[src/heo_pkg.sv]
// ----------------------------------------------------------------------------
// heo_pkg
// Shared types, codes and fixed-point helpers of the hall encoder odometry.
// ----------------------------------------------------------------------------
package heo_pkg;

    localparam int ANGLE_BITS = 16;
    localparam int POS_BITS   = 32;
    localparam int PHASE_BITS = 24;
    localparam int QDEPTH     = 2;
    localparam int POS_OUT_W  = (POS_BITS > 32) ? POS_BITS : 32;

    localparam int CFG_IDX_W  = 3;
    localparam int CFG_DATA_W = 20;

    // request codes on the input channel
    localparam logic [1:0] REQ_SAMPLE = 2'd0;
    localparam logic [1:0] REQ_SETPOS = 2'd1;
    localparam logic [1:0] REQ_RESET  = 2'd2;

    // command codes in the queue
    localparam logic [1:0] CMD_STEP    = 2'd0;
    localparam logic [1:0] CMD_SETPOS  = 2'd1;
    localparam logic [1:0] CMD_RSTSTEP = 2'd2;

    // configuration register indexes
    localparam logic [CFG_IDX_W-1:0] CFG_HALF   = 3'd0;
    localparam logic [CFG_IDX_W-1:0] CFG_AXLE   = 3'd1;
    localparam logic [CFG_IDX_W-1:0] CFG_REV    = 3'd2;
    localparam logic [CFG_IDX_W-1:0] CFG_OFFSET = 3'd3;
    localparam logic [CFG_IDX_W-1:0] CFG_STABLE = 3'd4;

    localparam logic [PHASE_BITS-1:0] PHASE_LSB_MASK =
        PHASE_BITS'((1 << (PHASE_BITS - ANGLE_BITS)) - 1);
    localparam logic [PHASE_BITS-1:0] QUARTER_TURN = 24'h40_0000;

    typedef struct packed {
        logic [1:0]         cmd;
        logic [15:0]        heading;
        logic [15:0]        steer;
        logic [31:0]        time_us;
        logic signed [31:0] new_x;
        logic signed [31:0] new_y;
    } t_cmd_item;

    typedef struct packed {
        logic full;
        logic empty;
    } t_q_stat;

    typedef struct packed {
        logic [19:0] half_circ;
        logic [13:0] axle;
        logic        reversed;
        logic [15:0] heading_offset;
    } t_back_cfg;

    function automatic logic [PHASE_BITS-1:0] to_phase(logic [15:0] angle);
        logic [PHASE_BITS-1:0] p;
        p = {angle, 8'h00};
        return p & ~PHASE_LSB_MASK;
    endfunction

    function automatic logic [31:0] pos_out(logic [POS_BITS-1:0] a);
        logic [POS_OUT_W-1:0] e;
        e = POS_OUT_W'(signed'(a));
        return e[31:0];
    endfunction

endpackage

[src/heo_front.sv]
// ----------------------------------------------------------------------------
// heo_front
// Accepts items, runs the hall debounce and queues commands for the back end.
// ----------------------------------------------------------------------------
module heo_front (
    input  logic               i_clk,
    input  logic               i_rst_n,
    input  logic [7:0]         i_stable_samples,
    input  logic               i_valid,
    output logic               o_ready,
    input  logic [1:0]         i_req_type,
    input  logic               i_hall_level,
    input  logic [15:0]        i_heading,
    input  logic [15:0]        i_steer_angle,
    input  logic [31:0]        i_time_us,
    input  logic signed [31:0] i_new_x,
    input  logic signed [31:0] i_new_y,
    input  heo_pkg::t_q_stat   i_stat,
    output logic               o_push,
    output heo_pkg::t_cmd_item o_item
);
    import heo_pkg::*;

    logic       r_expected, n_expected;
    logic [7:0] r_match, n_match;
    logic [7:0] bump;
    logic       accept;

    assign o_ready = !i_stat.full;
    assign accept  = i_valid && o_ready;
    assign bump    = (r_match != 8'hFF) ? r_match + 8'd1 : r_match;

    always_comb begin
        n_expected     = r_expected;
        n_match        = r_match;
        o_push         = 1'b0;
        o_item.cmd     = CMD_STEP;
        o_item.heading = i_heading;
        o_item.steer   = i_steer_angle;
        o_item.time_us = i_time_us;
        o_item.new_x   = i_new_x;
        o_item.new_y   = i_new_y;
        if (accept) begin
            unique case (i_req_type)
                REQ_SETPOS: begin
                    o_push     = 1'b1;
                    o_item.cmd = CMD_SETPOS;
                end
                REQ_RESET: begin
                    o_push     = 1'b1;
                    o_item.cmd = CMD_RSTSTEP;
                    n_expected = !r_expected;
                    n_match    = 8'd0;
                end
                REQ_SAMPLE: begin
                    if (i_hall_level != r_expected) begin
                        n_match = 8'd0;
                    end else if (bump >= i_stable_samples) begin
                        o_push     = 1'b1;
                        n_expected = !r_expected;
                        n_match    = 8'd0;
                    end else begin
                        n_match = bump;
                    end
                end
                default: begin
                end
            endcase
        end
    end

    always_ff @(posedge i_clk) begin
        if (!i_rst_n) begin
            r_expected <= 1'b1;
            r_match    <= 8'd0;
        end else begin
            r_expected <= n_expected;
            r_match    <= n_match;
        end
    end

endmodule

[config.mk]
export PLATFORM = sky130hd
export DESIGN_NAME = heo_front
export DESIGN_NICKNAME = d
export VERILOG_FILES = /design/src/heo_pkg.sv /design/src/heo_front.sv
export SDC_FILE = /design/constraint.sdc
export NUM_CORES = 1
export LEC_CHECK = 0
export ABC_AREA = 0
export BUFFER_PORTS_ARGS = -buffer_cell sky130_fd_sc_hd__clkbuf_2
export CORE_AREA = 2 2 106 108
export CTS_BUF_LIST = sky130_fd_sc_hd__clkbuf_8
export CTS_CLUSTER_DIAMETER = 150
export DETAILED_ROUTE_END_ITERATION = 16
export DIE_AREA = 0 0 108 110
export PLACE_DENSITY = 0.65
export SYNTH_ARGS = -nofsm -noshare
export SYNTH_HDL_FRONTEND = slang
export SYNTH_SLANG_ARGS = --single-unit
[constraint.sdc]
create_clock -name i_clk -period 4.3 [get_ports i_clk]
set_clock_uncertainty 0.1 [all_clocks]
set_input_delay 0.645 -clock i_clk [delete_from_list [all_inputs] [get_ports i_clk]]
set_output_delay 0.645 -clock i_clk [all_outputs]
set_load 0.005 [all_outputs]
# Yosys cells after proc, flatten, opt, wreduce, memory -nomap -nowiden
# Cells that the tools add are included.
dict set report op_classes {
  n_addsub 1
  n_lt_le_gt_ge 1
  n_eq_ne 6
  mux 13
  n_reduce_logical 8
}
# operator n
set ops {}
lappend ops {{2-to-1 mux 8 bit} 3}
lappend ops {{case mux 8 bit (2 select lines)} 1}
lappend ops {{adder 8 x 1 -> 8 bit, second input constant} 1}
lappend ops {{greater-or-equal comparator 8 bit} 1}
lappend ops {{!= test 8 bit, second input constant} 1}
lappend ops {{2-to-1 mux 1 bit} 5}
lappend ops {{!= test 2 bit, second input constant} 2}
lappend ops {{case mux 1 bit (2 select lines)} 2}
lappend ops {{case mux 2 bit (2 select lines)} 1}
lappend ops {{AND reduction 4 bit} 1}
lappend ops {{equality test 2 x 1 -> 1 bit, second input constant} 1}
lappend ops {{equality test 2 bit, second input constant} 1}
lappend ops {{zero test 1 bit} 2}
lappend ops {{zero test 2 bit} 1}
lappend ops {{2-to-1 mux 2 bit} 1}
lappend ops {{AND reduction 2 bit} 1}
lappend ops {{nonzero test 2 bit} 1}
lappend ops {{OR reduction 2 bit} 1}
lappend ops {{logical AND 1 bit} 1}
lappend ops {{!= test 1 bit} 1}
dict set report totals {
  regBits 9
  in_bits 144
  output_inout_bits 132
}

# Longest topological paths before layout
# Gate-level depths: netlist of run 1.
dict set report depth {
  depth_word 7
  depth_mapped 12
  mapped_depth_nobuf 10
}

# Worst setup path after synthesis of run 1
# OpenSTA, ideal clock, no wires.
dict set report synth_path {
  kind {register -> output}
  start {register r_match[0]}
  end {output o_push}
  arrival_time_ns 2.839
  t_required_ns 3.555
  setup_slack_ns 0.716
  stages_incl_launch_ff 13
  path_buffers 2
  path_cell_list {dfxtp_1 ha_1 and2_1 clkbuf_1 nand4_2 mux2_2 ha_1 nor2b_1 o211a_1 o311ai_4 buf_6 a21oi_1 o211a_1}
}
dict set report synth_between {
  elab_chain_cells 7
  word_cells_on_any_way 8
  classes_between {1 x add/sub; 1 x order compare; 1 x eq/ne; 5 x mux}
}
# element line
set synth_lines {}
lappend synth_lines {{from (decl)} heo_front.sv:25} ;# logic [7:0] r_match, n_match;
lappend synth_lines {{from (signal assigned)} heo_front.sv:78} ;# r_match <= n_match;
lappend synth_lines {{adder 8 x 1 -> 8 bit or != test 8 bit (tied branches)} heo_front.sv:31} ;# assign bump = (r_match != 8'hFF) ? r_match + 8'd1 : r_match;
lappend synth_lines {{2-to-1 mux 8 bit (*)} heo_front.sv:31}
lappend synth_lines {{greater-or-equal comparator 8 bit (*)} heo_front.sv:58} ;# end else if (bump >= i_stable_samples) begin
lappend synth_lines {{2-to-1 mux 1 bit (*)} heo_front.sv:58}
lappend synth_lines {{2-to-1 mux 1 bit (*)} heo_front.sv:56} ;# if (i_hall_level != r_expected) begin
lappend synth_lines {{case mux 1 bit (2 select lines) (*)} heo_front.sv:44} ;# unique case (i_req_type)
lappend synth_lines {{2-to-1 mux 1 bit (*)} heo_front.sv:43} ;# if (accept) begin
lappend synth_lines {{to (decl)} heo_front.sv:19} ;# output logic o_push,
# Mark *: on every way between the ends. The rest lies on a longest branch, timed or not.

# Final worst setup path of run 1
# Ends and elaborated chain as after synthesis.

==> results of run 1 <==
-- kinds of logic (layout without fill, tap and decap cells) --
family	count (synthesis)	after routing	share of synthesized area, %
buffers and inverters	145	34	54.1
and+or+nand+nor	41	41	13.4
AOI/OAI and AO/OA	26	26	11.0
adders and majority gates	14	14	9.09
DFF	9	9	9.34
xor gates and xnor gates	3	3	1.36
muxes	3	3	1.69
-- per-layer routing --
layer  wire [um]  GRT usage [%]
met3         364           2.18
met2        1420           8.13
met4         422           8.97
met5           0              0
met1        1110           4.91
-- sequential cells by signal, indices dropped and copies added, names as in the netlist --
signal,count
r_expected,1
r_match,8
-- cells in the final DEF (no fill, tap or decap), types with 4 or more instances in the layout --
cell | Yosys | layout
clkbuf_2 | 0 | 18
ha_1 | 14 | 14
inv_1 | 11 | 12
nor2b_1 | 10 | 10
dfxtp_1 | 9 | 9
nand3_1 | 7 | 7
a21oi_1 | 7 | 7
and3_1 | 5 | 5
a31oi_1 | 5 | 5
nand2_1 | 5 | 5
and2_1 | 4 | 4
a32oi_1 | 4 | 4
-- where the power goes --
part	internal, mW	leakage, nW	switching (mW)
logic	0.0159	0.460	0.0176
registers	0.0845	0.0726	0.00112
clock network	0.0625	0.0269	0.0370
total	0.163	0.560	0.0558
-- worst paths after layout --
check        slack, ns       start    endpoint  depth (start not counted)
max               0.37  r_match[0]      o_push                         10
min               0.43  r_match[1]  r_match[1]                          2
max reg2reg       0.61  r_match[0]  r_match[2]                         10
min reg2reg       0.43  r_match[1]  r_match[1]                          2
-- area by class of cell --
class,instances,area (um2)
clock buffers,3,41.3
clock inverters,1,3.75
fillers,1227,9450
inverters,11,41.3
multi-input cells,87,706
flip-flops and latches,9,180
well taps,140,175
repair buffers,19,97.6
-- critical path: stages (launching register included) --
cell and delay, ns:
dfxtp_1 0.43, ha_1 0.19, and2_1 0.29, nand4_2 0.26
a31oi_1 0.35, ha_1 0.28, and3_1 0.23, a221oi_2 0.43
a21oi_1 0.15, o211a_1 0.23, clkbuf_2 0.12
-- through the flow --
| stage | setup slack, ns | power, mW | util (%) | hold WS (ns) | area, um2 |
|---|---|---|---|---|---|
| 4_1_cts | 0.342 | 0.222 | 11.6 | 0.434 | 1240 |
| 2_1_floorplan | 0.716 | 0.205 | - | 0.390 | 1930 |
| 5_1_grt | 0.141 | 0.229 | 11.6 | 0.461 | 1240 |
| 6_report | 0.366 | 0.219 | 11.6 | 0.432 | 1240 |
| 3_3_place_gp | 0.658 | 0.121 | 11.2 | 0.410 | 1200 |
| 3_5_place_dp | 0.613 | 0.122 | 11.2 | 0.427 | 1200 |
==> flow_summary_export.csv, run 1 <==
group,metric,value,unit
sta,relSlewSlack,70.1,%
global_route,track_usage,5.63,%
final_layout,area_growth,-35.4,%
sta,setup_viol,0,
clocking,htreeDepth,1,
die,initial_core_util,18.0,%
worst_setup_path,worstPathRequired,3.56,ns
final_layout,insertedDiodeCount,0,
yosys,netlist_area,1930,um2
job,maxCapViolations,0,
clocking,clkTransAtPathRegs,0.05,ns
power_and_ir_drop,peakVddDrop,76.9,uV
yosys,synth_edf_count,0,
route,via_per_inst,3.83,
route,first_pass_iters,4,
route,wl_per_cell,12.3,um
yosys,seq_area_frac_synth,9.34,%
global_route,grt_pass1_vias,1036,
global_route,grt_start_max_net_pins,16,
die,io_pins,276,
clocking,cts.path.max_buffers,2,
sta,rsz0062_at_grt,"no",
sta,hold_viol,0,
yosys,synth-seq-cells,9,
clocking,clk_latency,0.24,ns
outcome,status,"complete, no violations",
hold_path,holdCritPathClass,"reg -> reg",
power_and_ir_drop,power_density,176,nW/um2
route,wl,3.32,mm
sta,tightest_slew,0.448,ns
clocking,cts_buffers,3,
route,num_vias,1033,
yosys,synth.net_count,399,
placed_design,placed_cells,266,
power_and_ir_drop,p_leak,0.560,nW
final_layout,fin_cells,270,
sta,fin_tns_setup,0,ns
sta,fmax,0.254,GHz
placed_design,gp_congestion,0.758,
placed_design,dpl.hpwl,2.65,mm
final_layout,drive_above_1_share,23.1,%
yosys,synthFlopType,"dfxtp_1",
yosys,synth_top_area_cell,"buf_4",
global_route,grt_pass1_wl,5.12,mm
die,core_region_area,10700,um2
yosys,synth.avg_cell_area,8.00,um2
sta,timing.final.crit_period,3.93,ns
route,drc,0,
die,dieWidth,108,um
die,dieHeight,110,um
sta,fin_crit_sh,91.5,%
clocking,cts.sinks,9,
yosys,post-synth-top-count-cell,"buf_4",
clocking,ctsHoldBuffers,0,
worst_setup_path,start_kind,"flop",
yosys,synthCells,241,
placed_design,port_buffers,18,
clocking,root_buffer,"clkbuf_8",
clocking,cts_tree,"done",
worst_setup_path,worstSetupPathType,"reg -> out",
sta,slew_viol_final,0,
yosys,yosys-top-cells-area,"buf_4, dfxtp_1, ha_1",
yosys,async_reset_ff_share,0,%
die,die_area,11900,um2
global_route,antenna_found_initial,0,
final_layout,layout.nets,289,
yosys,ys_types,34,
clocking,postCtsResizedCells,0,
yosys,synth.cells.most_frequent,"buf_4, ha_1, inv_1",
route,antenna_left,0,
yosys,synth.top_cell.area_share,49.8,%
clocking,cts_setup_buffers,0,
route,drtIter0Drc,58,
worst_setup_path,cp_max_fo,8,
global_route,grt_overflow_total,0,
die,rows,38,
yosys,yosysWarnings,0,
worst_setup_path,arrival,3.19,ns
worst_setup_path,critical_path.endpoint_type,"output pin",
(Power assumes the default switching activity.)
==> run 2: changes to the inputs <==
GPL_TIMING_DRIVEN = 0   (was unset)
==> flow_summary_export.csv, run 2 (synthesized netlist as in run 1, its figures left out) <==
group,metric,value,unit
outcome,status,"complete, no violations",
die,dieWidth,108,um
worst_setup_path,arrival,3.31,ns
die,die_area,11900,um2
global_route,grtUsageMet2,14.8,%
final_layout,post-route-util,27.0,%
route,wl,5.07,mm
global_route,use_met1,6.04,%
die,initial_core_util,18.0,%
clocking,cts_setup_buffers,0,
placed_design,port_buffers,146,
placed_design,placed_cells,527,
final_layout,multi_input_area,716,um2
clocking,cts.path.max_buffers,2,
clocking,htreeDepth,1,
global_route,grt_pass1_vias,1608,
placed_design,gp_congestion,0.718,
final_layout,fin_cells,530,
route,drtIter0Drc,64,
clocking,cts.sinks,9,
sta,fin_tns_setup,0,ns
power_and_ir_drop,p_int,0.275,mW
die,core_region_area,10700,um2
final_layout,largest_reg_flops,8,
global_route,track_usage,7.01,%
route,antenna_left,0,
clocking,postCtsResizedCells,0,
global_route,grt_busiest_layer,"met2",
die,io_pins,276,
worst_setup_path,cp_max_fo,10,
global_route,antenna_found_initial,0,
power_and_ir_drop,p_leak,1.73,nW
power_and_ir_drop,combinationalPowerShare,51.0,%
sta,fmax,0.246,GHz
sta,timing.final.crit_period,4.06,ns
sta,tightest_slew,0.475,ns
route,first_pass_iters,4,
final_layout,insertedDiodeCount,0,
clocking,root_buffer,"clkbuf_8",
worst_setup_path,worstPathRequired,3.56,ns
clocking,cts_buffers,3,
sta,fin_crit_sh,94.4,%
worst_setup_path,start_kind,"flop",
final_layout,seq_area,180,um2
final_layout,layout.cells.most_common,"clkbuf_2",
global_route,grt_overflow_total,0,
clocking,ctsHoldBuffers,0,
sta,slew_viol_final,0,
power_and_ir_drop,power_density,128,nW/um2
final_layout,finalInstanceArea,2890,um2
final_layout,reg.largest.list,"r_match x8, r_expected x1",
job,maxCapViolations,0,
placed_design,placed_cell_area,2830,um2
global_route,grt_use_met3,1.59,%
hold_path,holdCritPathClass,"reg -> reg",
die,rows,38,
final_layout,area_growth,49.6,%
sta,rsz0062_at_grt,"no",
worst_setup_path,critical_path.endpoint_type,"output pin",
power_and_ir_drop,p_switching,0.0955,mW
placed_design,dpl_worst_slack,0.159,ns
final_layout,top_register,"r_match",
global_route,grt_pass1_wl,6.54,mm
sta,fin_ws,0.241,ns
final_layout,drive_above_1_share,74.4,%
sta,relSlewSlack,68.3,%
worst_setup_path,slowest_delay,0.42,ns
final_layout,layout_common_cells,"clkbuf_2, buf_4, ha_1",
power_and_ir_drop,power_frac_seq,23.1,%
worst_setup_path,critPathTopFamily,"compound AO/OA/AOI/OAI gates",
power_and_ir_drop,netSwitchingFraction,25.8,%
final_layout,layout.nets,549,
route,via_per_inst,3.76,
clocking,clkTransAtPathRegs,0.04,ns
clocking,cts_tree,"done",
power_and_ir_drop,power.share.clock,25.9,%
worst_setup_path,worstSetupPathType,"reg -> out",
route,drc,0,
route,num_vias,1994,
clocking,clk_latency,0.23,ns
worst_setup_path,path_cells,"ha_1 -> and2_2 -> nand4_4 -> mux2_2 -> ha_1 -> nor2b_1 -> o211a_1 -> o311ai_4 -> buf_6 -> a21oi_1 -> o211a_1 -> clkbuf_2",
die,dieHeight,110,um
sta,hold_viol,0,
worst_setup_path,slowest_stage,"dfxtp_1",
sta,setup_viol,0,
final_layout,nFillCells,1168,
power_and_ir_drop,peakVddDrop,82.8,uV
worst_setup_path,critPathBufInv,2,
placed_design,dpl.hpwl,4.60,mm
route,wl_per_cell,9.56,um
global_route,grt_start_max_net_pins,11,
run 2: changes by cell type in the layout (fill, tap and decap cells not counted), sizes merged:
| cell | before | now |
|---|---|---|
| buf | 1 | 132 |
| clkbuf | 21 | 150 |
run 2: cell type report:
| class | instances | share of cell area [%] |
|---|---|---|
| buffer | 133 | 34.6 |
| clock buffer | 3 | 1.43 |
| clock inverter | 1 | 0.130 |
| inverter | 11 | 1.43 |
| multi-input combinational | 87 | 24.8 |
| sequential | 9 | 6.24 |
| tap | 140 | 6.07 |
| timing repair buffer | 146 | 25.3 |
run 2: power groups by stage:
stage	Clock [mW]	Sequential [mW]	Combinational (mW)
CTS	0.0975	0.0857	0.193
floorplan	0	0.0870	0.118
detailed placement	0	0.0872	0.192
finish	0.0958	0.0857	0.189
global route	0.103	0.0857	0.208
global placement	0	0.0871	0.189
run 2: final timing paths:
path	end	slack, ns	depth (start not counted)	start
max	o_push	0.24	12	r_match[0]
min	r_match[1]	0.45	2	r_match[1]
max reg2reg	r_match[2]	0.99	11	r_match[0]
min reg2reg	r_match[1]	0.45	2	r_match[1]
run 2: worst min-delay path, delay by kind of cell (launching register included):
kind,cells,cell delay [ns]
simple gates,1,0.07
flops,1,0.34
compound gates,1,0.08
run 2: metrics by stage:
step | power [mW] | hold slack [ns]
final | 0.371 | 0.452
after global routing | 0.396 | 0.490
after CTS | 0.376 | 0.451
after detailed placement | 0.279 | 0.421
after global placement | 0.276 | 0.410
after floorplan | 0.205 | 0.390
run 2: layer usage:
metal / vias up / wire, um
met5: - / 0
met4: 0 / 66
met3: 2 / 700
met2: 159 / 2860
met1: 865 / 1440
li1: 968 / -
