==> config.mk <==
export PLATFORM = sky130hd
export DESIGN_NAME = heo_fifo
export DESIGN_NICKNAME = d
export VERILOG_FILES = /design/src/heo_pkg.sv /design/src/heo_fifo.sv
export SDC_FILE = /design/constraint.sdc
export NUM_CORES = 1
export LEC_CHECK = 0
export BUFFER_PORTS_ARGS = -buffer_cell sky130_fd_sc_hd__buf_2
export CAP_MARGIN = 10
export CELL_PAD_IN_SITES_DETAIL_PLACEMENT = 0
export CELL_PAD_IN_SITES_GLOBAL_PLACEMENT = 1
export CORE_MARGIN = 1.5
export CORE_UTILIZATION = 40
export CTS_CLUSTER_DIAMETER = 80
export DETAILED_ROUTE_END_ITERATION = 8
export PLACE_DENSITY = 0.78
export SYNTH_ARGS = -nofsm -noshare
export SYNTH_HDL_FRONTEND = slang
export SYNTH_SLANG_ARGS = --single-unit
==> constraint.sdc <==
create_clock -name i_clk -period 12.3 [get_ports i_clk]
set_input_delay 0.615 -clock i_clk [delete_from_list [all_inputs] [get_ports i_clk]]
set_output_delay 0.615 -clock i_clk [all_outputs]
set_load 0.01 [all_outputs]
==> src/heo_pkg.sv <==
// ----------------------------------------------------------------------------
// heo_pkg
// Shared types, codes and fixed-point helpers of the hall encoder odometry.
// ----------------------------------------------------------------------------
package heo_pkg;

    localparam int ANGLE_BITS = 16;
    localparam int POS_BITS   = 32;
    localparam int PHASE_BITS = 24;
    localparam int QDEPTH     = 2;
    localparam int POS_OUT_W  = (POS_BITS > 32) ? POS_BITS : 32;

    localparam int CFG_IDX_W  = 3;
    localparam int CFG_DATA_W = 20;

    // request codes on the input channel
    localparam logic [1:0] REQ_SAMPLE = 2'd0;
    localparam logic [1:0] REQ_SETPOS = 2'd1;
    localparam logic [1:0] REQ_RESET  = 2'd2;

    // command codes in the queue
    localparam logic [1:0] CMD_STEP    = 2'd0;
    localparam logic [1:0] CMD_SETPOS  = 2'd1;
    localparam logic [1:0] CMD_RSTSTEP = 2'd2;

    // configuration register indexes
    localparam logic [CFG_IDX_W-1:0] CFG_HALF   = 3'd0;
    localparam logic [CFG_IDX_W-1:0] CFG_AXLE   = 3'd1;
    localparam logic [CFG_IDX_W-1:0] CFG_REV    = 3'd2;
    localparam logic [CFG_IDX_W-1:0] CFG_OFFSET = 3'd3;
    localparam logic [CFG_IDX_W-1:0] CFG_STABLE = 3'd4;

    localparam logic [PHASE_BITS-1:0] PHASE_LSB_MASK =
        PHASE_BITS'((1 << (PHASE_BITS - ANGLE_BITS)) - 1);
    localparam logic [PHASE_BITS-1:0] QUARTER_TURN = 24'h40_0000;

    typedef struct packed {
        logic [1:0]         cmd;
        logic [15:0]        heading;
        logic [15:0]        steer;
        logic [31:0]        time_us;
        logic signed [31:0] new_x;
        logic signed [31:0] new_y;
    } t_cmd_item;

    typedef struct packed {
        logic full;
        logic empty;
    } t_q_stat;

    typedef struct packed {
        logic [19:0] half_circ;
        logic [13:0] axle;
        logic        reversed;
        logic [15:0] heading_offset;
    } t_back_cfg;

    function automatic logic [PHASE_BITS-1:0] to_phase(logic [15:0] angle);
        logic [PHASE_BITS-1:0] p;
        p = {angle, 8'h00};
        return p & ~PHASE_LSB_MASK;
    endfunction

    function automatic logic [31:0] pos_out(logic [POS_BITS-1:0] a);
        logic [POS_OUT_W-1:0] e;
        e = POS_OUT_W'(signed'(a));
        return e[31:0];
    endfunction

endpackage

==> src/heo_fifo.sv <==
// ----------------------------------------------------------------------------
// heo_fifo
// Short command queue between the front end and the back end.
// ----------------------------------------------------------------------------
module heo_fifo (
    input  logic               i_clk,
    input  logic               i_rst_n,
    input  logic               i_push,
    input  heo_pkg::t_cmd_item i_item,
    input  logic               i_pop,
    output heo_pkg::t_cmd_item o_item,
    output heo_pkg::t_q_stat   o_stat
);
    import heo_pkg::*;

    localparam int PW = (QDEPTH > 1) ? $clog2(QDEPTH) : 1;
    localparam int CW = $clog2(QDEPTH + 1);

    t_cmd_item       r_mem [QDEPTH];
    logic [PW-1:0]   r_wp;
    logic [PW-1:0]   r_rp;
    logic [CW-1:0]   r_count;

    assign o_item       = r_mem[r_rp];
    assign o_stat.full  = (r_count == CW'(QDEPTH));
    assign o_stat.empty = (r_count == '0);

    always_ff @(posedge i_clk) begin
        if (i_push) begin
            r_mem[r_wp] <= i_item;
        end
    end

    always_ff @(posedge i_clk) begin
        if (!i_rst_n) begin
            r_wp    <= '0;
            r_rp    <= '0;
            r_count <= '0;
        end else begin
            if (i_push) begin
                r_wp <= (r_wp == PW'(QDEPTH - 1)) ? '0 : r_wp + PW'(1);
            end
            if (i_pop) begin
                r_rp <= (r_rp == PW'(QDEPTH - 1)) ? '0 : r_rp + PW'(1);
            end
            if (i_push && !i_pop) begin
                r_count <= r_count + CW'(1);
            end else if (i_pop && !i_push) begin
                r_count <= r_count - CW'(1);
            end
        end
    end

    a_count_bound: assert property (@(posedge i_clk) disable iff (!i_rst_n)
        r_count <= CW'(QDEPTH))
        else $error("queue count beyond depth");
    a_no_pop_empty: assert property (@(posedge i_clk) disable iff (!i_rst_n)
        i_pop |-> r_count != '0)
        else $error("pop from empty queue");
    a_no_push_full: assert property (@(posedge i_clk) disable iff (!i_rst_n)
        i_push |-> r_count != CW'(QDEPTH))
        else $error("push into full queue");

endmodule

**Word-level counts from Yosys, hierarchy flattened**

Memories as Yosys holds them, arrays and structs flattened. A register that Yosys moved wholly into a read port is not among the register bits.
Index checks and enable logic that the tools add are counted.

- Add/subtract/negate cells: 4
- Equal/unequal tests: 1
- Mux-type cells: 8
- Reduce and logical (&&, ||, !) cells: 6

Operators with widths:

| cell | number |
|---|---|
| 1-bit 2-to-1 mux | 6 |
| 2-bit 2-to-1 mux | 2 |
| 1-bit adder, second input constant | 2 |
| 2-bit by 1-bit adder with 2-bit output, second input constant | 1 |
| 2-bit equality test, second input constant | 1 |
| 1-bit logical AND | 2 |
| 1-bit zero test | 2 |
| 2-bit zero test | 1 |
| 2-bit nonzero test | 1 |
| 2-bit by 1-bit subtractor with 2-bit output, second input constant | 1 |

- Register bits after elaboration: 4
- Bits in writable memories: 260
- Input port bits: 134
- Output and inout bits: 132
- Logic and storage cells: 23
- Memories kept: 1

Memories:

| name | depth | bits a word | rd ports | clocked after memory_dff | write ports | line | text |
|---|---|---|---|---|---|---|---|
| r_mem | 2 | 130 | 1 | 1 | 1 | heo_fifo.sv:19 | `t_cmd_item r_mem [QDEPTH];` |

**Logic depth before layout (Yosys ltp)**

Gate-level depths: netlist (run 1).

- Word-level depth: 4
- Depth in mapped cells: 5
- Mapped depth without buffers: 5

**Worst setup path after synthesis (run 1)**

OpenSTA, ideal clock, no wires.

- Path type: input to register
- Start: input i_push
- End: memory r_mem[0][0] in the netlist's numbering, enable pin
- Setup time: 0.636 ns
- Arrival time: 6.280 ns
- Data required time: 11.664 ns
- Path slack: 5.384 ns
- Cell stages on the path: 1
- Path buffers: 0
- Cell sequence: nor2b_1

- Word-level cells in the longest chain between the ends: 2

RTL lines:

| what | line | text |
|---|---|---|
| from (decl) | heo_fifo.sv:8 | `input logic i_push,` |
| 1-bit 2-to-1 mux | heo_fifo.sv:29 | `if (i_push) begin` |
| 1-bit 2-to-1 mux (not written as such) | heo_fifo.sv:30 | `r_mem[r_wp] <= i_item;` |
| to (decl) | heo_fifo.sv:19 |  |

Every way passes these cells.

==> metrics.cfg, run 1 <==
[run_status]
status=completed

[worst_hold_path]
hold_path_end=r_mem[0][8]$_DFFE_PP_
worstHoldStart=i_item[8]
holdCritPathClass=in2reg
holdPathStages=1

[sta]
tightest_slew_ns=0.961
timing.hold.ws_ns=0.275
finClkSkew_ns=0.0173
finalCritPeriodShare_pct=28.6
finalCriticalPeriod_ns=3.52
drv_slew=0
setup_tns_ns=0
final_hold_viol_count=0
fmax_mhz=284
setup_viol=0
slew_headroom_pct=35.9
rsz0062_at_grt=false

[placement]
io_buffers=265
gp_congestion=0.745
placed_area_um2=11300
hpwl_mm=11.9
dp_cells=1000

[global_routing]
grt_pass1_wl_mm=26.4
grt_pass1_vias=5253
grt_max_degree=74
grt_remaining_overflow=0
gr-usage-all-layers_pct=13.7
antenna_found_initial=0

[clock_network]
root_buffer=clkbuf_16
tritoncts=built
cts_setup_buffers=0
cts_buffers=26
cts_resized=0
cts_htree_levels=1
clockBufferDepth=3
cts_hold_buf=0
clkTransAtPathRegs_ns=0.06
clock_sinks=265
clk_latency_ns=0.53

[power_and_ir_drop]
p_leak_uw=0.00453
powerDensity_nw_per_um2=170
vdd_drop_max_mv=0.139

[synth]
syn-num-nets=561
synth_cells=426
yosys_warnings=0
ys_types=17
synth-seq-area-share_pct=82.2
avgSynthCellArea_um2=22.6
syn_area_um2=9620
synth_seq_cells=265

[drt]
wl_mm=17.9
drc=0
vias_per_cell=4.61
drt.antenna.violating_nets=0
first_iter_violations=182
dr.pass1.iters=4
wl_per_cell_um=17.0
vias=4841

[cells_and_area]
area_growth_pct=26.3
nFillCells=1934
drive_above_1_share_pct=60.4
fin_cells=1049
stdcell_area_um2=12200
layout.nets=844

[critical_path]
critPathArrivalTime_ns=2.91
cpMaxStageDelayCell=dfxtp_4
crit_required_ns=11.69
critPathCaptureType=output pin
r2r_slack_ns=9.85
path_cells=buf_4, mux2_2, buf_2
r2r_start=r_wp$_SDFFE_PN0P_
startpoint_type=flop
timing.rr.end=r_mem[1][97]$_DFFE_PP_
rr_worst_depth=2
path_class=reg2out
critPathMaxStageDelay_ns=0.83
path_max_fanout=73

[floorplan]
start_util_pct=40.9
die_area_um2=25000
die_w_um=158
num_io_pins=266
rows=56
fp.coreArea_um2=23500
die_h_um=158

[flow_run]
cap_violations=0

[worst max path at each step]
stage / endpoint / slack [ns] / cells past startpoint
finish: o_item[32] / 8.78 / 3
floorplan: r_mem[0][0]$_DFFE_PP_ / 5.38 / 1
detailed placement: o_item[110] / 9.30 / 3
CTS: o_item[110] / 8.73 / 3
global route: o_item[110] / 8.60 / 3
global placement: o_item[36] / 9.32 / 3
[metrics by stage]
stage                     util, %  power, µW  worst slack, ns
after floorplan                 -       1200             5.38
after global placement       47.8       1270             9.32
after detailed placement     47.8       1280             9.30
after CTS                    51.6       2100             8.73
after global routing         51.6       2150             8.60
final                        51.6       2070             8.78
[state kept, by name, indices dropped and copies added, names as in the netlist, named ones only]
register / flops
r_mem: 260
r_wp: 1
r_count: 2
r_rp: 1
[per-layer routing]
metal	GRT usage, %	part of all wire, %	vias up
li1	-	-	2257
met1	15.1	37	2366
met2	24.4	51	180
met3	4.93	9.5	38
met4	4.54	2.3	0
met5	0	0	-
[synth_stat cells]
cell / number / area (µm²)
edfxtp_1: 260 / 7810
mux2_2: 130 / 1460
buf_6: 10 / 113
dfxtp_1: 5 / 100
and2_1: 4 / 25.0
buf_2: 3 / 15.0
nor2b_1: 3 / 18.8
xor2_1: 2 / 17.5
a21boi_1: 1 / 7.51
buf_4: 1 / 7.51
ha_1: 1 / 12.5
inv_1: 1 / 3.75
nor2_1: 1 / 3.75
o21a_1: 1 / 7.51
o21ai_0: 1 / 5.00
or3_1: 1 / 6.26
xnor2_1: 1 / 8.76
[cells by family (layout without fill, tap and decap cells)]
family          after synthesis  in the layout  synth area share [%]
simple gates                  9              9                 0.559
xor+xnor                      3              3                 0.273
compound gates                3              3                 0.208
flops                       265            265                  82.2
mux                         130            130                  15.2
other cells                   0              1                     0
fa+ha+maj                     1              1                 0.130
buf+inv                      15            318                  1.44
[critical path, delay by kind of cell, from the launching register on]
family | cells | cell delay (ns)
buffers and inverters | 2 | 0.97
flip-flops | 1 | 0.83
multiplexers | 1 | 0.43
[area by class of cell]
| cell class | count | area, µm² | area share, % |
|---|---|---|---|
| clock buffer | 30 | 687 | 5.65 |
| clock inverter | 18 | 209 | 1.72 |
| timing repair buffer | 269 | 1360 | 11.2 |
| antenna | 1 | 2.50 | 0.0206 |
| sequential | 265 | 7910 | 65.1 |
| tap | 319 | 399 | 3.28 |
| inverter | 1 | 3.75 | 0.0309 |
| multi-input combinational | 146 | 1590 | 13.1 |
[cells in the final DEF (no fill, tap or decap)]
cell and count:
clkinv_1 7, dfxtp_4 1, or3_1 1, o21a_1 1, nor2_1 1, buf_4 4, dfxtp_1 4, and2_4 1
clkbuf_16 27, inv_1 1, clkinv_2 5, bufinv_16 5, diode_2 1, clkbuf_1 3, mux2_2 130, xor2_1 2
clkinvlp_4 1, buf_2 265, nor2b_1 2, a21boi_1 1, nor2b_4 1, ha_1 1, o21ai_0 1, xnor2_1 1
and2_1 3, edfxtp_1 260
[where the power goes]
group	internal [µW]	switching [µW]	total, µW
Clock	503	316	819
Combinational	92.4	97.8	190
Sequential	1040	17.9	1060
Total	1640	432	2070
No activity file was read; power rests on OpenSTA's default activity.
==> run 2, diff against run 1 <==
ABC_AREA = 1   (was not set)
PLACE_DENSITY = 0.81   (was 0.78)
clock period = 2.8 ns   (was 12.3 ns; I/O delays follow)
==> metrics.cfg, run 2 <==
[floorplan]
num_io_pins=266  ; unchanged
die_h_um=158  ; about the same
die_area_um2=25000  ; about the same
fp.coreArea_um2=23500  ; unchanged
die_w_um=158  ; about the same
start_util_pct=40.9  ; about the same
rows=56  ; unchanged

[clock_network]
root_buffer=clkbuf_16  ; unchanged
cts_htree_levels=1  ; unchanged
clk_latency_ns=0.53  ; about the same
clock_sinks=265  ; unchanged
cts_setup_buffers=0  ; unchanged
cts_buffers=27  ; was 26
clkTransAtPathRegs_ns=0.06  ; about the same
clockBufferDepth=3  ; unchanged
tritoncts=built  ; unchanged
cts_resized=0  ; unchanged

[critical_path]
path_class=reg2out  ; unchanged
rr_worst_depth=5  ; was 2
critPathArrivalTime_ns=2.21  ; was 2.91 ns
path_max_fanout=72  ; was 73
startpoint_type=flop  ; unchanged
critPathCaptureType=output pin  ; unchanged
crit_required_ns=2.66  ; was 11.69 ns
r2r_start=r_wp$_SDFFE_PN0P_  ; unchanged

[cells_and_area]
layout.nets=996  ; was 844
largestRegisters=r_mem: 260 flops, r_count: 2 flops  ; unchanged
nFillCells=1797  ; was 1934
multi_input_area_um2=1570  ; was 1590 µm²
regMostFlops=r_mem  ; unchanged
final_cell_mix=buf_2, edfxtp_1, dlygate4sd3_1, mux2_2, clkbuf_16  ; was buf_2, edfxtp_1, mux2_2, clkbuf_16, clkinv_1
diodes=0  ; was 1
final_common_cell=buf_2  ; unchanged
regArea_um2=7910  ; unchanged
drive_above_1_share_pct=50.0  ; was 60.4%
post-route-util_pct=57.3  ; was 51.6%
largest_reg_flops=260  ; unchanged
area_growth_pct=40.0  ; was 26.3%

[sta]
finalCriticalPeriod_ns=2.35
rsz0062_at_grt=false  ; unchanged
drv_slew=0  ; unchanged
fmax_mhz=426
final_hold_viol_count=0  ; unchanged
finalCritPeriodShare_pct=83.9
finClkSkew_ns=0.0233  ; was 0.0173 ns
fin_ws_ns=0.451  ; was 8.78 ns
tightest_slew_ns=0.459  ; was 0.961 ns
setup_viol=0  ; unchanged
timing.hold.ws_ns=0.323  ; was 0.275 ns
setup_tns_ns=0  ; unchanged
slew_headroom_pct=69.4  ; was 35.9%

[synth]
synth_seq_cells=265  ; unchanged
avgSynthCellArea_um2=21.9  ; was 22.6 µm²
syn-num-nets=574  ; was 561
synth_ff_type=edfxtp_1  ; unchanged
yosysTopAreaCell=edfxtp_1  ; unchanged
yosys_warnings=0  ; unchanged
synth_edf_count=260  ; unchanged
synth.most_common_cell=edfxtp_1  ; unchanged
async_reset_ff_share_pct=0  ; unchanged
synth_cells=439  ; was 426
yosys-top-cells-area=edfxtp_1, mux2_2, buf_6  ; unchanged
netlist_top_cells_count=edfxtp_1, mux2_2, buf_6, nor2_1  ; was edfxtp_1, mux2_2, buf_6, dfxtp_1, and2_1
synth-seq-area-share_pct=82.1  ; was 82.2%
ys_types=14  ; was 17
netlist.area_leader.share_pct=81.0  ; was 81.1%
syn_area_um2=9630  ; was 9620 µm²

[placement]
hpwl_mm=11.8  ; was 11.9 mm
preCtsSetupSlack_ns=0.998  ; was 9.30 ns
gp_congestion=0.698  ; was 0.745
io_buffers=265  ; unchanged

[power_and_ir_drop]
vdd_drop_max_mv=0.685  ; was 0.139 mV
powerDensity_nw_per_um2=654  ; was 170 nW/µm²
p_leak_uw=0.00510  ; was 0.00453 µW
power_uw=8820  ; was 2070 µW

[global_routing]
grt_pass1_wl_mm=29.5  ; was 26.4 mm
antenna_found_initial=0  ; unchanged
grt_pass1_vias=5775  ; was 5253
grt_remaining_overflow=0  ; unchanged
grt_max_degree=73  ; was 74
gr-usage-all-layers_pct=15.3  ; was 13.7%

[drt]
vias_per_cell=4.60  ; was 4.61
dr.pass1.iters=4  ; unchanged
first_iter_violations=210  ; was 182
drt.antenna.violating_nets=0  ; unchanged
wl_mm=20.1  ; was 17.9 mm
wl_per_cell_um=16.8  ; was 17.0 µm
vias=5501  ; was 4841
drc=0  ; unchanged

[flow_run]
cap_violations=0  ; unchanged

[run_status]
status=completed  ; unchanged

[worst_hold_path]
holdPathStages=2  ; was 1
holdCritPathClass=in2reg  ; unchanged
worstHoldStart=i_item[30]  ; was i_item[8]

run 2: cell types whose count changed after synthesis, moves of 2 or more:
cell,before,now
and2_1,4,0
nor2_1,1,9
nand2_1,0,8
xor2_1,2,0
nor2b_1,3,0
inv_1,1,8
run 2: metrics by stage:
step | area, µm² | instances
4_1_cts | 13500 | 1197
3_3_place_gp | 11400 | 1016
3_5_place_dp | 11400 | 1016
6_report | 13500 | 1197
5_1_grt | 13500 | 1197
2_1_floorplan | 9650 | 439
run 2: what timing repair did:
item                                    CTS  global route
endpoints found under the hold margin   265             0
endpoints found under the setup margin    0             0
hold buffers                            135             0
run 2: cells by family (layout without fill, tap and decap cells):
group / after synthesis / count (layout) / share of synthesized area (%)
muxes: 130 / 130 / 15.2
and+or+nand+nor: 19 / 19 / 0.779
DFF: 265 / 265 / 82.1
adders and majority gates: 1 / 1 / 0.130
buffers and inverters: 22 / 461 / 1.71
AOI/OAI and AO/OA: 2 / 2 / 0.104
run 2: layer usage:
| metal | global-route usage (%) | part of all wire [%] |
|---|---|---|
| met5 | 0 | 0 |
| met1 | 17.2 | 38 |
| met4 | 4.81 | 2.8 |
| met2 | 27.5 | 52 |
| met3 | 4.65 | 7.7 |
run 2: worst max-delay path, cell delays in order, from the launching register on:
cell,delay (ns)
dfxtp_4,0.64
buf_12,0.36
mux2_2,0.41
buf_2,0.14
run 2: path summary, 6_finish.rpt:
path	end	slack (ns)
setup / recovery	o_item[27]	0.45
hold / removal	r_mem[0][30]$_DFFE_PP_	0.32
setup reg to reg	r_wp$_SDFFE_PN0P_	0.97
hold reg to reg	flop	0.49
run 2: cell type report:
cell class / instances / area share (%)
Sequential cell: 265 / 58.6
Inverter: 8 / 0.250
Clock buffer: 34 / 5.20
Multi-Input combinational cell: 152 / 11.6
Clock inverter: 12 / 0.612
Timing Repair Buffer: 407 / 20.7
Tap cell: 319 / 2.96
run 2: power breakdown:
part / switching [µW] / internal [µW]
Sequential: 62.6 / 4590
Combinational: 449 / 493
Clock: 1380 / 1850
Total: 1890 / 6940
==> run 3, diff against run 2 <==
ABC_AREA = 0   (was 1)
PLACE_DENSITY = 0.78   (was 0.81)
clock period = 2.3 ns   (was 2.8 ns; I/O delays follow)
==> metrics.cfg, run 3 (synthesis gave the netlist of run 1 again) <==
[sta]
finalCriticalPeriod_ns=1.97
tightest_slew_ns=0.452  ; was 0.459 ns
finClkSkew_ns=0.0164  ; was 0.0233 ns
fin_ws_ns=0.330  ; was 0.451 ns
drv_slew=0  ; unchanged
slew_headroom_pct=69.9  ; was 69.4%
setup_viol=0  ; unchanged
final_hold_viol_count=0  ; unchanged
finalCritPeriodShare_pct=85.6
fmax_mhz=508
rsz0062_at_grt=false  ; unchanged

[critical_path]
critPathCaptureType=output pin  ; unchanged
r2r_start=r_wp$_SDFFE_PN0P_  ; unchanged
startpoint_type=flop  ; unchanged
critical_path_depth=3  ; unchanged
path_buf_inv=2  ; unchanged
path_class=reg2out  ; unchanged
crit_required_ns=2.18  ; was 2.66 ns
cpMaxStageDelayCell=mux2_2  ; was dfxtp_4
rr_worst_depth=4  ; was 5
path_max_fanout=73  ; was 72
critPathMaxStageDelay_ns=0.41  ; was 0.64 ns
cpLargestDelayFamily=buffers and inverters  ; was flip-flops
critPathArrivalTime_ns=1.85  ; was 2.21 ns
path_cells=buf_12, mux2_2, buf_2  ; unchanged

[global_routing]
top_usage_layer=met2  ; unchanged
grt_max_degree=74  ; was 73
grt_remaining_overflow=0  ; unchanged
grt_pass1_wl_mm=30.1  ; was 29.5 mm
antenna_found_initial=1  ; was 0
grt_pass1_vias=5800  ; was 5775
met3_usage_pct=4.65  ; unchanged
gr-usage-all-layers_pct=15.6  ; was 15.3%
grt_use_met1_pct=18.0  ; was 17.2%
gr-usage-met2_pct=27.6  ; was 27.5%

[worst_hold_path]
holdCritPathClass=in2reg  ; unchanged
holdPathStages=4  ; was 2
worstHoldStart=i_push  ; was i_item[30]

[cells_and_area]
stdcell_area_um2=13500  ; about the same
final_cell_mix=buf_2, edfxtp_1, dlygate4sd3_1, mux2_2, clkbuf_16  ; unchanged
drive_above_1_share_pct=50.8  ; was 50.0%
area_growth_pct=40.3  ; was 40.0%
final_common_cell=buf_2  ; unchanged
largest_reg_flops=260  ; unchanged
nFillCells=1807  ; was 1797
fin_cells=1184  ; was 1197
largestRegisters=r_mem: 260 flops, r_count: 2 flops  ; unchanged
regMostFlops=r_mem  ; unchanged
layout.nets=980  ; was 996

[floorplan]
die_area_um2=25000  ; about the same
fp.coreArea_um2=23500  ; unchanged
rows=56  ; unchanged
num_io_pins=266  ; unchanged
start_util_pct=40.9  ; about the same
die_h_um=158  ; about the same
die_w_um=158  ; about the same

[power_and_ir_drop]
p_leak_uw=0.00508  ; was 0.00510 µW
power_uw=10900  ; was 8820 µW
vdd_drop_max_mv=0.860  ; was 0.685 mV
powerDensity_nw_per_um2=810  ; was 654 nW/µm²

[drt]
vias=5465  ; was 5501
vias_per_cell=4.62  ; was 4.60
wl_mm=20.2  ; was 20.1 mm
dr.pass1.iters=4  ; unchanged
first_iter_violations=269  ; was 210
drt.antenna.violating_nets=0  ; unchanged
drc=0  ; unchanged
wl_per_cell_um=17.1  ; was 16.8 µm

[clock_network]
cts_hold_buf=133  ; was 135
cts_buffers=27  ; unchanged
clock_sinks=265  ; unchanged
cts_setup_buffers=0  ; unchanged
root_buffer=clkbuf_16  ; unchanged
cts_resized=0  ; unchanged
clockBufferDepth=3  ; unchanged
clk_latency_ns=0.52  ; was 0.53 ns
tritoncts=built  ; unchanged
clkTransAtPathRegs_ns=0.06  ; about the same
cts_htree_levels=1  ; unchanged

[placement]
dp_cells=1002  ; was 1016
preCtsSetupSlack_ns=0.891  ; was 0.998 ns
hpwl_mm=12.1  ; was 11.8 mm
gp_congestion=0.705  ; was 0.698
placed_area_um2=11300  ; was 11400 µm²
io_buffers=265  ; unchanged

[run_status]
status=completed  ; unchanged

[flow_run]
cap_violations=0  ; unchanged

run 3: cell types whose count changed in the layout (fill, tap and decap cells not counted), moves of 3 or more:
cell and change:
clkbuf_8 +3, inv_1 -6, and2_1 +3, nor2_1 -7, nand2_1 -8
run 3: power breakdown:
group	leakage, µW	switching (µW)	internal, µW
sequential	0.00248	62.3	5580
combinational	0.00220	612	665
clock	0.000399	1660	2350
total	0.00508	2330	8600
run 3: worst min-delay path, delay by kind of cell:
family                     cells  cell delay [ns]
adders and majority gates      1             0.18
AOI/OAI and AO/OA              1             0.05
and+or+nand+nor                1             0.12
buffers and inverters          1             0.12
run 3: path summary, 6_finish.rpt:
check	endpoint	slack (ns)
setup / recovery	o_item[27]	0.33
hold / removal	r_count[1]$_SDFFE_PN0P_	0.13
setup reg to reg	r_wp$_SDFFE_PN0P_	0.70
hold reg to reg	r_count[1]$_SDFFE_PN0P_	0.50
run 3: stage by stage:
step | TNS, ns | utilization (%) | hold WS, ns
detailed placement | 0 | 48.2 | 0.306
CTS | 0 | 57.3 | 0.108
global placement | 0 | 48.2 | 0.303
global route | 0 | 57.3 | 0.135
finish | 0 | 57.3 | 0.127
floorplan | -61.93 | - | 0.214
run 3: area by class of cell:
type / instances / area, µm² / area share [%]
clock buffers: 39 / 751 / 5.56
diodes: 1 / 2.50 / 0.0185
inverters: 1 / 3.75 / 0.0278
flip-flops and latches: 265 / 7910 / 58.6
well taps: 319 / 399 / 2.96
repair buffers: 404 / 2780 / 20.6
clock inverters: 9 / 63.8 / 0.473
multi-input cells: 146 / 1590 / 11.8
run 3: layer usage:
layer	vias to the layer above	share of wire, %
li1	2539	-
met1	2659	38
met2	216	50
met3	51	8.2
met4	0	3.1
met5	-	0
